$ cat config.mk
export PLATFORM = sky130hd
export DESIGN_NAME = sjis_vertical_mode_escape_inserter
export DESIGN_NICKNAME = d
export VERILOG_FILES = /design/src/design/svmei_pkg.sv /design/src/design/sjis_vertical_mode_escape_inserter.sv
export SDC_FILE = /design/constraint.sdc
export NUM_CORES = 1
export LEC_CHECK = 0
export BUFFER_PORTS_ARGS = -buffer_cell sky130_fd_sc_hd__clkbuf_2
export CAP_MARGIN = 20
export CORE_MARGIN = 3
export CORE_UTILIZATION = 45
export DETAILED_ROUTE_END_ITERATION = 7
export HOLD_SLACK_MARGIN = 0.05
export PLACE_DENSITY = 0.7
export SKIP_LAST_GASP = 1
export SLEW_MARGIN = 10
export SYNTH_ARGS = -nofsm -noshare
export SYNTH_HDL_FRONTEND = slang
export SYNTH_SLANG_ARGS = --single-unit
export TNS_END_PERCENT = 20
$ cat constraint.sdc
create_clock -name clk -period 3.9 [get_ports clk]
set_input_delay 0.195 -clock clk [delete_from_list [all_inputs] [get_ports clk]]
set_output_delay 0.195 -clock clk [all_outputs]
set_load 0.05 [all_outputs]
$ cat src/design/svmei_pkg.sv
// shared types, constants and functions of the vertical-mode escape inserter
package svmei_pkg;

  localparam int unsigned ESC_LEN = 6;
  localparam int unsigned IDX_W   = 3;
  localparam logic [IDX_W-1:0] IDX_TEXT = IDX_W'(ESC_LEN);

  localparam logic [7:0] FONT_VERT_A = 8'd6;
  localparam logic [7:0] FONT_VERT_B = 8'd8;

  typedef enum logic [1:0] {
    ESC_NONE = 2'd0,
    ESC_ON   = 2'd1,
    ESC_OFF  = 2'd2
  } esc_kind_t;

  typedef struct packed {
    logic [7:0] data_byte;
    logic [7:0] font_id;
    logic       start_of_string;
  } in_t;

  typedef struct packed {
    logic [7:0] out_byte;
    logic       last_of_run;
  } out_t;

  function automatic logic is_lead_byte(input logic [7:0] b);
    return (b >= 8'h81 && b <= 8'h9F) || (b >= 8'hE0 && b <= 8'hFC);
  endfunction

  // byte idx of the vertical on/off escape; the two differ only in the last byte
  function automatic logic [7:0] esc_byte(input esc_kind_t kind,
                                          input logic [IDX_W-1:0] idx);
    logic [7:0] b;
    b = 8'h00;
    case (idx)
      3'd0: b = 8'h1B;
      3'd1: b = 8'h7E;
      3'd2: b = 8'h0E;
      3'd3: b = 8'h00;
      3'd4: b = 8'h01;
      3'd5: b = (kind == ESC_ON) ? 8'h0B : 8'h0C;
      default: b = 8'h00;
    endcase
    return b;
  endfunction

endpackage

$ cat src/design/sjis_vertical_mode_escape_inserter.sv
// top level of the shift-jis vertical-mode escape inserter
// a request is registered in stage a, then in stage b, which drives the result byte;
//   stage a holds it while stage b is still busy with an earlier request
// throughput: one request per cycle for plain text while the result is not stalled;
//   an escaped request holds the output sequencer for six escape bytes, then text
// the two request registers let a new request in while a result waits to be taken
// reset: rst is synchronous, active high; clears both stages and returns to
//   double-byte mode with no trail byte expected
module sjis_vertical_mode_escape_inserter (
  input  logic              clk,
  input  logic              rst,
  input  logic              req_valid,
  output logic              req_stall,
  input  svmei_pkg::in_t    req,
  output logic              rsp_valid,
  input  logic              rsp_stall,
  output svmei_pkg::out_t   rsp
);

  // text mode tracking, updated as each request is accepted
  logic double_byte_mode;
  logic double_byte_mode_next;
  logic trail_expected;
  logic trail_expected_next;

  // stage a: decoded request
  logic                 a_valid;
  logic [7:0]           a_data;
  svmei_pkg::esc_kind_t a_kind;

  // stage b: output sequencer walking escape bytes then the text byte
  logic                               b_valid;
  logic [7:0]                         b_data;
  svmei_pkg::esc_kind_t               b_kind;
  logic [svmei_pkg::IDX_W-1:0]        b_idx;

  svmei_pkg::esc_kind_t kind_next;
  logic                 req_take;
  logic                 rsp_take;
  logic                 b_last;
  logic                 b_load;

  // decide the escape for the incoming byte from the mode it sees
  always_comb begin
    logic mode_in;
    logic trail_in;
    mode_in  = req.start_of_string ? 1'b1 : double_byte_mode;
    trail_in = req.start_of_string ? 1'b0 : trail_expected;
    kind_next             = svmei_pkg::ESC_NONE;
    double_byte_mode_next = mode_in;
    trail_expected_next   = trail_in;
    if (req.font_id == svmei_pkg::FONT_VERT_A || req.font_id == svmei_pkg::FONT_VERT_B) begin
      if (trail_in) begin
        // trail byte of a double-byte character passes as is
        trail_expected_next = 1'b0;
      end else if (svmei_pkg::is_lead_byte(req.data_byte)) begin
        if (!mode_in) begin
          kind_next             = svmei_pkg::ESC_ON;
          double_byte_mode_next = 1'b1;
        end
        trail_expected_next = 1'b1;
      end else begin
        if (mode_in) begin
          kind_next             = svmei_pkg::ESC_OFF;
          double_byte_mode_next = 1'b0;
        end
      end
    end
  end

  // handshake between the stages
  assign b_last    = (b_idx == svmei_pkg::IDX_TEXT);
  assign rsp_take  = b_valid && !rsp_stall;
  assign b_load    = a_valid && (!b_valid || (rsp_take && b_last));
  assign req_stall = a_valid && !b_load;
  assign req_take  = req_valid && !req_stall;

  // mode registers
  always_ff @(posedge clk) begin
    if (rst) begin
      double_byte_mode <= 1'b1;
      trail_expected   <= 1'b0;
    end else if (req_take) begin
      double_byte_mode <= double_byte_mode_next;
      trail_expected   <= trail_expected_next;
    end
  end

  // stage a
  always_ff @(posedge clk) begin
    if (rst) begin
      a_valid <= 1'b0;
    end else if (req_take) begin
      a_valid <= 1'b1;
    end else if (b_load) begin
      a_valid <= 1'b0;
    end
  end

  always_ff @(posedge clk) begin
    if (req_take) begin
      a_data <= req.data_byte;
      a_kind <= kind_next;
    end
  end

  // stage b
  always_ff @(posedge clk) begin
    if (rst) begin
      b_valid <= 1'b0;
    end else if (b_load) begin
      b_valid <= 1'b1;
    end else if (rsp_take && b_last) begin
      b_valid <= 1'b0;
    end
  end

  always_ff @(posedge clk) begin
    if (b_load) begin
      b_data <= a_data;
      b_kind <= a_kind;
      // no escape: start straight at the text byte
      b_idx  <= (a_kind == svmei_pkg::ESC_NONE) ? svmei_pkg::IDX_TEXT
                                                : '0;
    end else if (rsp_take && !b_last) begin
      b_idx <= b_idx + 1'b1;
    end
  end

  // result byte is a small mux of registered stage b state
  assign rsp_valid       = b_valid;
  assign rsp.out_byte    = b_last ? b_data : svmei_pkg::esc_byte(b_kind, b_idx);
  assign rsp.last_of_run = b_last;

endmodule

==> out/qor.yml, run 1 <==
multi_input_area_um2: 427
finalPower_mw: 0.627
post-route-cell-area_um2: 1480
synth_nets: 126
num_vias: 854
core_um2: 2540
synthTopCellsByCount: "23 x edfxtp_1, 9 x a21oi_1, 9 x inv_1, 9 x o21ai_0, 7 x nand2_1"
regArea_um2: 771
synth_edf_count: 23
drt-total-wl_um: 2130
drt-initial-drc-count: 29
setup_tns_ns: 0
port_buffers: 31
async_flop_share: 0
synth_seq_cells: 27
critPathKind: "reg2reg"
period_share: 0.611
dp_cells: 160
dpl-instance-area_um2: 1420
worstMarginPinSlew_ns: 0.766
synth.most_common_cell: "edfxtp_1"
end_kind: "flop"
peakVddDrop_mv: 0.293
fmax_mhz: 419
die_h_um: 58.5
finalNonFillerCells: 167
syn_avg_cell_area_um2: 12.3
drc: 0
post-place-ws_ns: 1.49
rows: 18
cp-start-kind: "flop"
grt_pass1_wl_um: 3650
htreeDepth: 1
rsz0062_at_grt: "false"
io_pins: 32
syn_area_um2: 1240
slew_headroom: 0.489
clk_pin_slew_ns: 0.15
cp.arrival_ns: 2.43
yosys.area.top_type_share: 0.556
drv_slew: 0
cts_root_buffer: "clkbuf_4"
yosysTopAreaCell: "edfxtp_1"
die_x_um: 58.5
worst_slack_ns: 1.52
nNetsFinal: 163
worst-path-max-fanout: 14
drv_cap: 0
antenna_left: 0
clock-skew-final_ns: 0.0154
period_needed_ns: 2.38
cts.sinks: 27
power_leakage_nw: 0.630
finalSetupViolCount: 0
grt_overflow_total: 0
nFillCells: 219
initial_core_util: 0.488
yosysWarningCount: 0
synth_area_leaders: "edfxtp_1 56%, dfxtp_1 6.4%, ha_1 4.0%"
synth_cell_type_count: 35
grt.total_usage: 0.138
syn_inst: 101
cts_buffers: 3
syn2layout_area_growth_pct: 19.4
required_ns: 3.94
routabilityCongestion: 0.901
drt_first_pass_iters: 4
grt_pass1_vias: 827
p_per_area_nw_per_um2: 422
hp-class: "in2reg"
insertion_delay_ns: 0.32
n_antenna_cell: 0
cts.repair.resized: 0
avgRoutedWirePerCell_um: 12.8
clock_path_buffers: 2
grt_start_max_net_pins: 17
drive_above_1_share: 0.314
hold_viol_final: 0
antenna_found_initial: 0
ys_seq_area_frac: 0.620
vias_per_cell: 5.11
status: "finished clean"
cts_tree: "built"
dieArea_um2: 3430
post_cts_buffers: 0
place_hpwl_um: 1710
synth_ff_type: "edfxtp_1"
-- cells by family after synthesis --
kind of cell	synth area share
buf+inv	0.0363
xor+xnor	0.00705
simple gates	0.123
compound gates	0.164
fa+ha+maj	0.0403
mux	0.00906
flops	0.620
-- metal layers --
metal,share of wire,GRT usage
met1,0.44,0.181
met3,0.051,0.0263
met4,0.0056,0.0397
met5,0,0
met2,0.50,0.231
-- flip-flops by register name, summed over array words and instances, names as in the netlist, 2 cells and up --
name and flops:
b_idx 3, a_kind 2, a_data 8, b_data 8
b_kind 2
-- layout by cell type (no fill, tap or decap), drive strengths merged --
master       synthesis  final
a211oi               1      1
a21bo                1      1
a21boi               1      1
a21o                 2      2
a21oi                9      9
and2                 1      1
and3                 2      2
and3b                1      1
clkbuf               1     34
clkinvlp             0      1
dfxtp                4      4
dlygate4sd3          0      3
edfxtp              23     23
ha                   4      4
inv                  9      9
mux2                 1      1
nand2                7      7
nand3                1      1
nand3b               3      3
nor2                 6      6
nor2b                1      1
nor3                 1      1
nor4b                1      1
o2111ai              1      1
o211a                1      1
o21a                 1      1
o21ai                9      9
o21ba                1      1
o22a                 1      1
o31ai                2      2
or3b                 1      1
or4                  2      2
xnor2                1      1
-- critical path, cell delays in order (launching register included) --
cell      delay (ns)
edfxtp_1        0.48
inv_1           0.13
ha_1            0.26
nand2_1         0.14
o21ai_0         0.24
and2_0          0.66
o21ai_0         0.21
-- per-stage QoR --
stage | hold slack [ns] | utilization
detailed placement | 0.387 | 0.559
CTS | 0.0678 | 0.575
global route | 0.0502 | 0.583
finish | 0.0695 | 0.583
floorplan | 0.264 | -
global placement | 0.384 | 0.559
-- what timing repair did --
item                                    4_1_cts  5_1_grt
endpoints found under the setup margin        0        0
endpoints found under the hold margin         1        2
hold buffers                                  1        2
-- cell type report --
cell class | count | area share
Inverter | 9 | 0.0228
Tap cell | 30 | 0.0253
Sequential cell | 27 | 0.519
Clock inverter | 1 | 0.00506
Timing Repair Buffer | 34 | 0.125
Multi-Input combinational cell | 63 | 0.288
Clock buffer | 3 | 0.0152
-- power breakdown --
| group | leakage [nW] | internal, mW | switching (mW) |
|---|---|---|---|
| Sequential | 0.254 | 0.336 | 0.0125 |
| Clock | 0.0139 | 0.0391 | 0.0801 |
| Combinational | 0.362 | 0.0465 | 0.113 |
-- worst paths after layout --
path / from / end / slack, ns / cells after the start
max: b_idx[0] / b_idx[2] / 1.52 / 6
min: req[15] / a_data[6] / 0.07 / 1
max reg2reg: b_idx[0] / b_idx[2] / 1.52 / 6
min reg2reg: a_data[2] / b_data[2] / 0.42 / 0
(Power assumes the default switching activity.)
==> run 2: changes to the inputs <==
ABC_AREA = 1   (was unset)
PLACE_DENSITY = 0.72   (was 0.7)
clock period = 2 ns   (was 3.9 ns; I/O delays follow)
==> run 2 against run 1 <==
Effect of this change:
- register-to-register slack worse by 1.2 ns
- setup slack got worse by 1.4 ns
- total power is 87% higher
- critical path type is now reg2out
- global-route usage rose by 1.3 points
- utilization is 3.5 points higher
- highest routed layer unchanged
==> out/qor.yml, run 2 <==
status: "finished clean"
worst_slack_ns: 0.134
grt_pass1_vias: 966
htreeDepth: 1
critPathKind: "reg2out"
largest_registers: "a_data x8, b_data x8, b_idx x3"
die_h_um: 59.6
vias_per_cell: 4.81
slew_headroom: 0.815
cts_buffers: 3
worstMarginPinSlew_ns: 0.279
yosysWarningCount: 0
layout_common_cells: "28 x nand2_1, 28 x clkbuf_2, 23 x edfxtp_1"
synth_edf_count: 23
drv_slew: 0
rsz0062_at_grt: "true"
period_share: 0.933
yosys.area.top_type_share: 0.534
sw_frac_of_total: 0.300
synth_area_leaders: "edfxtp_1 53%, nand2_1 8.1%, dfxtp_1 6.2%"
endpoint: "rsp[4]"
syn2layout_area_growth_pct: 24.8
drt-total-wl_um: 2260
finalSetupViolCount: 0
p_seq_frac: 0.573
cts_root_buffer: "clkbuf_4"
clockPowerShare: 0.189
syn_avg_cell_area_um2: 9.95
clock-skew-final_ns: 0.00570
fmax_mhz: 536
insertion_delay_ns: 0.31
required_ns: 1.90
reg2reg_depth: 7
dieArea_um2: 3550
end_kind: "primary output"
peakVddDrop_mv: 0.456
synthTopCellsByCount: "28 x nand2_1, 23 x edfxtp_1, 19 x inv_1"
clk_pin_slew_ns: 0.14
worst-path-max-fanout: 8
drv_cap: 0
top_layer: "met4"
cp.arrival_ns: 1.77
async_flop_share: 0
drt-initial-drc-count: 51
ys_seq_area_frac: 0.596
cp-start-kind: "flop"
io_pins: 32
synth.most_common_cell: "nand2_1"
grt_start_max_net_pins: 16
grt_pass1_wl_um: 4020
rows: 18
synth_cell_type_count: 21
syn_area_um2: 1290
route.met2.wl_um: 1220
n_antenna_cell: 0
switchingPower_mw: 0.351
worst-r2r-setup-slack_ns: 0.27
syn_inst: 130
avgRoutedWirePerCell_um: 11.1
grt.total_usage: 0.150
p_comb_frac: 0.238
p_int_mw: 0.818
startpoint: "b_idx[0]"
finalNonFillerCells: 204
r2r-start: "b_idx[0]"
antenna_found_initial: 0
drt_first_pass_iters: 4
r2r_end: "b_idx[1]"
period_needed_ns: 1.87
nNetsFinal: 200
cts.sinks: 27
hold_viol_final: 0
p_per_area_nw_per_um2: 724
synth_ff_type: "edfxtp_1"
routabilityCongestion: 0.865
dp_cells: 190
cts_tree: "built"
die_x_um: 59.6
power_leakage_nw: 0.735
grt_overflow_total: 0
core_um2: 2610
hp-class: "in2reg"
initial_core_util: 0.495
synth_seq_cells: 27
drc: 0
wl_met3_um: 105
utilization: 0.618
post-place-ws_ns: 0.163
drive_above_1_share: 0.264
drt-met1-wl_um: 903
port_buffers: 31
yosysTopAreaCell: "edfxtp_1"
synth_nets: 155
num_vias: 982
antenna_left: 0
place_hpwl_um: 1780
clock_path_buffers: 2
run 2: final cells by class:
cell class	instances	area, µm²
clock buffers	3	22.5
well taps	30	37.5
clock inverters	1	5.00
inverters	21	80.1
repair buffers	41	260
multi-input cells	81	438
flip-flops and latches	27	771
fillers	227	998
run 2: metal layers:
layer | global-route usage | up-vias
met1 | 0.178 | 440
met2 | 0.278 | 26
li1 | - | 512
met3 | 0.0196 | 4
met5 | 0 | -
met4 | 0.0475 | 0
run 2: power by group through the flow:
stage	clock network [mW]	logic, mW	registers, mW
after detailed placement	0	0.254	0.685
final	0.221	0.279	0.670
after CTS	0.228	0.274	0.670
after global placement	0	0.249	0.682
after floorplan	0	0.185	0.683
after global routing	0.249	0.307	0.673
run 2: worst min path at each step:
stage	startpoint	endpoint	slack, ns	depth (start not counted)
3_3_place_gp	req[9]	a_data[0]	0.30	1
4_1_cts	req_valid	a_valid	0.07	3
2_1_floorplan	rst	a_valid	0.17	1
6_report	req_valid	a_valid	0.07	3
5_1_grt	req_valid	a_valid	0.09	3
3_5_place_dp	req[9]	a_data[0]	0.30	1
run 2: kinds of logic after synthesis:
family,after synthesis,share of synthesized area
xor+xnor,1,0.00677
fa+ha+maj,4,0.0387
buf+inv,22,0.0677
flops,27,0.596
compound gates,18,0.0764
simple gates,58,0.215
run 2: critical path, cell delays in order (launching register included):
cell,delay (ns)
edfxtp_1,0.42
inv_1,0.12
ha_2,0.23
nand2_1,0.12
inv_2,0.15
a21oi_1,0.06
a21oi_1,0.12
clkbuf_4,0.24
run 2: timing repair:
action | in CTS | in global routing
setup endpoints to repair | 3 | 7
hold endpoints to repair | 11 | 0
gates cloned | 0 | 0
resized for setup | 1 | 8
setup buffers | 1 | 0
hold buffers | 9 | 0
run 2: per-stage QoR:
stage | setup TNS, ns | hold WS (ns) | total power, mW | cell area (µm²)
after floorplan | -0.0747 | 0.169 | 0.869 | 1290
after global placement | 0 | 0.296 | 0.931 | 1480
after detailed placement | 0 | 0.299 | 0.939 | 1480
after CTS | 0 | 0.0652 | 1.17 | 1610
after global routing | -0.0162 | 0.0862 | 1.23 | 1610
final | 0 | 0.0726 | 1.17 | 1610
==> run 3: changes to the inputs <==
CORE_ASPECT_RATIO = 0.75   (was unset)
==> run 3 against run 2 <==
Effect of this change:
- register-to-register slack got worse by 0.08 ns
- sequential power about the same
- utilization fell by 1.8 points
- cell count rose by 1.5%
- sequential share of layout area grew 0.15 points
- largest power group unchanged
- combinational power down 3%
- via count shrank 4.3%
- clock skew is 0.0016 ns lower
- highest routed layer unchanged
- total power grew 5.7%
- final area is 0.31% lower
- clock power grew 33%
- routed wire length decreased by 3.5%
==> out/qor.yml, run 3 (synthesized netlist as in run 2, its figures left out) <==
end_kind: "primary output"
place_hpwl_um: 1740
worst_hold_slack_ns: 0.0597
worst_slack_ns: 0.125
p_comb_frac: 0.219
multi_input_area_um2: 435
drive_above_1_share: 0.257
crit_slowest_cell: "edfxtp_1"
antenna_found_initial: 0
clockPowerShare: 0.239
syn2layout_area_growth_pct: 24.4
worst-path-max-fanout: 8
cp.arrival_ns: 1.78
insertion_delay_ns: 0.26
worst_path_largest_cell_delay_ns: 0.46
routabilityCongestion: 0.807
post-place-ws_ns: 0.184
utilization: 0.600
sw_frac_of_total: 0.291
slew_headroom: 0.808
largest_registers: "a_data x8, b_data x8, b_idx x3"
clock-skew-final_ns: 0.00407
worstMarginPinSlew_ns: 0.289
htreeDepth: 1
cts_buffers: 3
initial_core_util: 0.482
cp-start-kind: "flop"
crit_path_frequent_cell: "a21oi_1"
vias_per_cell: 4.54
grt_pass1_wl_um: 3680
crit_buf_inv: 3
critPathKind: "reg2out"
num_vias: 940
clk_pin_slew_ns: 0.09
nNetsFinal: 197
port_buffers: 31
dieArea_um2: 3560
drt-initial-drc-count: 23
rows: 16
rsz0062_at_grt: "true"
grt_start_max_net_pins: 16
die_x_um: 67.9
layout_common_cells: "29 x clkbuf_2, 28 x nand2_1, 23 x edfxtp_1"
regArea_um2: 771
peakVddDrop_mv: 0.480
finalSetupViolCount: 0
drt-total-wl_um: 2180
antenna_left: 0
drv_slew: 0
power_leakage_nw: 0.730
final_common_cell: "clkbuf_2"
period_share: 0.938
required_ns: 1.90
finalPower_mw: 1.24
cts_tree: "built"
drt_first_pass_iters: 4
drc: 0
cts.sinks: 27
nFillCells: 247
cts_root_buffer: "clkbuf_8"
hold_viol_final: 0
grt.total_usage: 0.139
clock_path_buffers: 2
n_antenna_cell: 0
p_per_area_nw_per_um2: 768
io_pins: 32
grt_pass1_vias: 880
status: "finished clean"
drv_cap: 0
switchingPower_mw: 0.360
critical-path-top-delay-family: "buffers and inverters"
period_needed_ns: 1.88
core_um2: 2680
p_seq_frac: 0.542
cp_cell_sequence: "inv_1, ha_1, nand2_1, clkinv_2, a21oi_1, a21oi_1, clkbuf_4"
grt_overflow_total: 0
setup_tns_ns: 0
avgRoutedWirePerCell_um: 10.5
post_cts_buffers: 0
die_h_um: 52.4
p_int_mw: 0.876
hp-class: "in2reg"
fmax_mhz: 533
## run 3: cell types whose count changed in the layout (fill, tap and decap cells not counted)
cell and change:
ha_1 +1, clkbuf_4 -3, clkbuf_8 +3, inv_2 -1
buf_4 -2, clkbuf_2 +1, dlygate4sd3_1 -2, ha_2 -1
clkinv_2 +1, o21ai_1 -1, o21ai_0 +1
## run 3: layer usage
metal,GRT usage,vias to the layer above,share of wire
met5,0,-,0
met4,0.0396,0,0.0055
met3,0.0193,2,0.054
met2,0.216,24,0.45
met1,0.202,408,0.49
li1,-,506,-
## run 3: what timing repair did
item / in CTS / in global routing
setup endpoints to repair: 2 / 2
gates cloned: 0 / 0
hold buffers: 7 / 0
hold endpoints to repair: 7 / 0
resized for setup: 1 / 4
## run 3: power by group through the flow
stage          sequential [mW]  combinational, mW  clock, mW
5_1_grt                  0.675              0.296      0.328
2_1_floorplan            0.683              0.185          0
3_3_place_gp             0.682              0.251          0
6_report                 0.670              0.270      0.295
3_5_place_dp             0.684              0.257          0
4_1_cts                  0.671              0.269      0.299
## run 3: stage by stage
| step | area, µm² | cells |
|---|---|---|
| detailed placement | 1490 | 196 |
| global route | 1610 | 207 |
| floorplan | 1290 | 130 |
| CTS | 1600 | 207 |
| finish | 1610 | 207 |
| global placement | 1490 | 196 |
## run 3: worst reg2reg max path: stages, from the launching register on
cell      delay, ns
edfxtp_1       0.46
inv_1          0.13
ha_1           0.24
nand3_2        0.11
and2_4         0.17
nor2_8         0.20
inv_1          0.09
nand2_1        0.13
## run 3: path summary, 6_finish.rpt
path	from	endpoint	slack, ns	cells past startpoint
worst max register to register	b_idx[0]	b_idx[2]	0.19	7
worst min-delay path	req[13]	a_data[4]	0.06	1
worst min register to register	a_data[6]	b_data[6]	0.43	0
worst max-delay path	b_idx[0]	rsp[4]	0.12	7
## run 3: area by class of cell
class	count	area share
Tap cell	36	0.0280
Timing Repair Buffer	38	0.143
Multi-Input combinational cell	81	0.271
Clock inverter	1	0.00311
Clock buffer	3	0.0257
Inverter	21	0.0505
Sequential cell	27	0.479
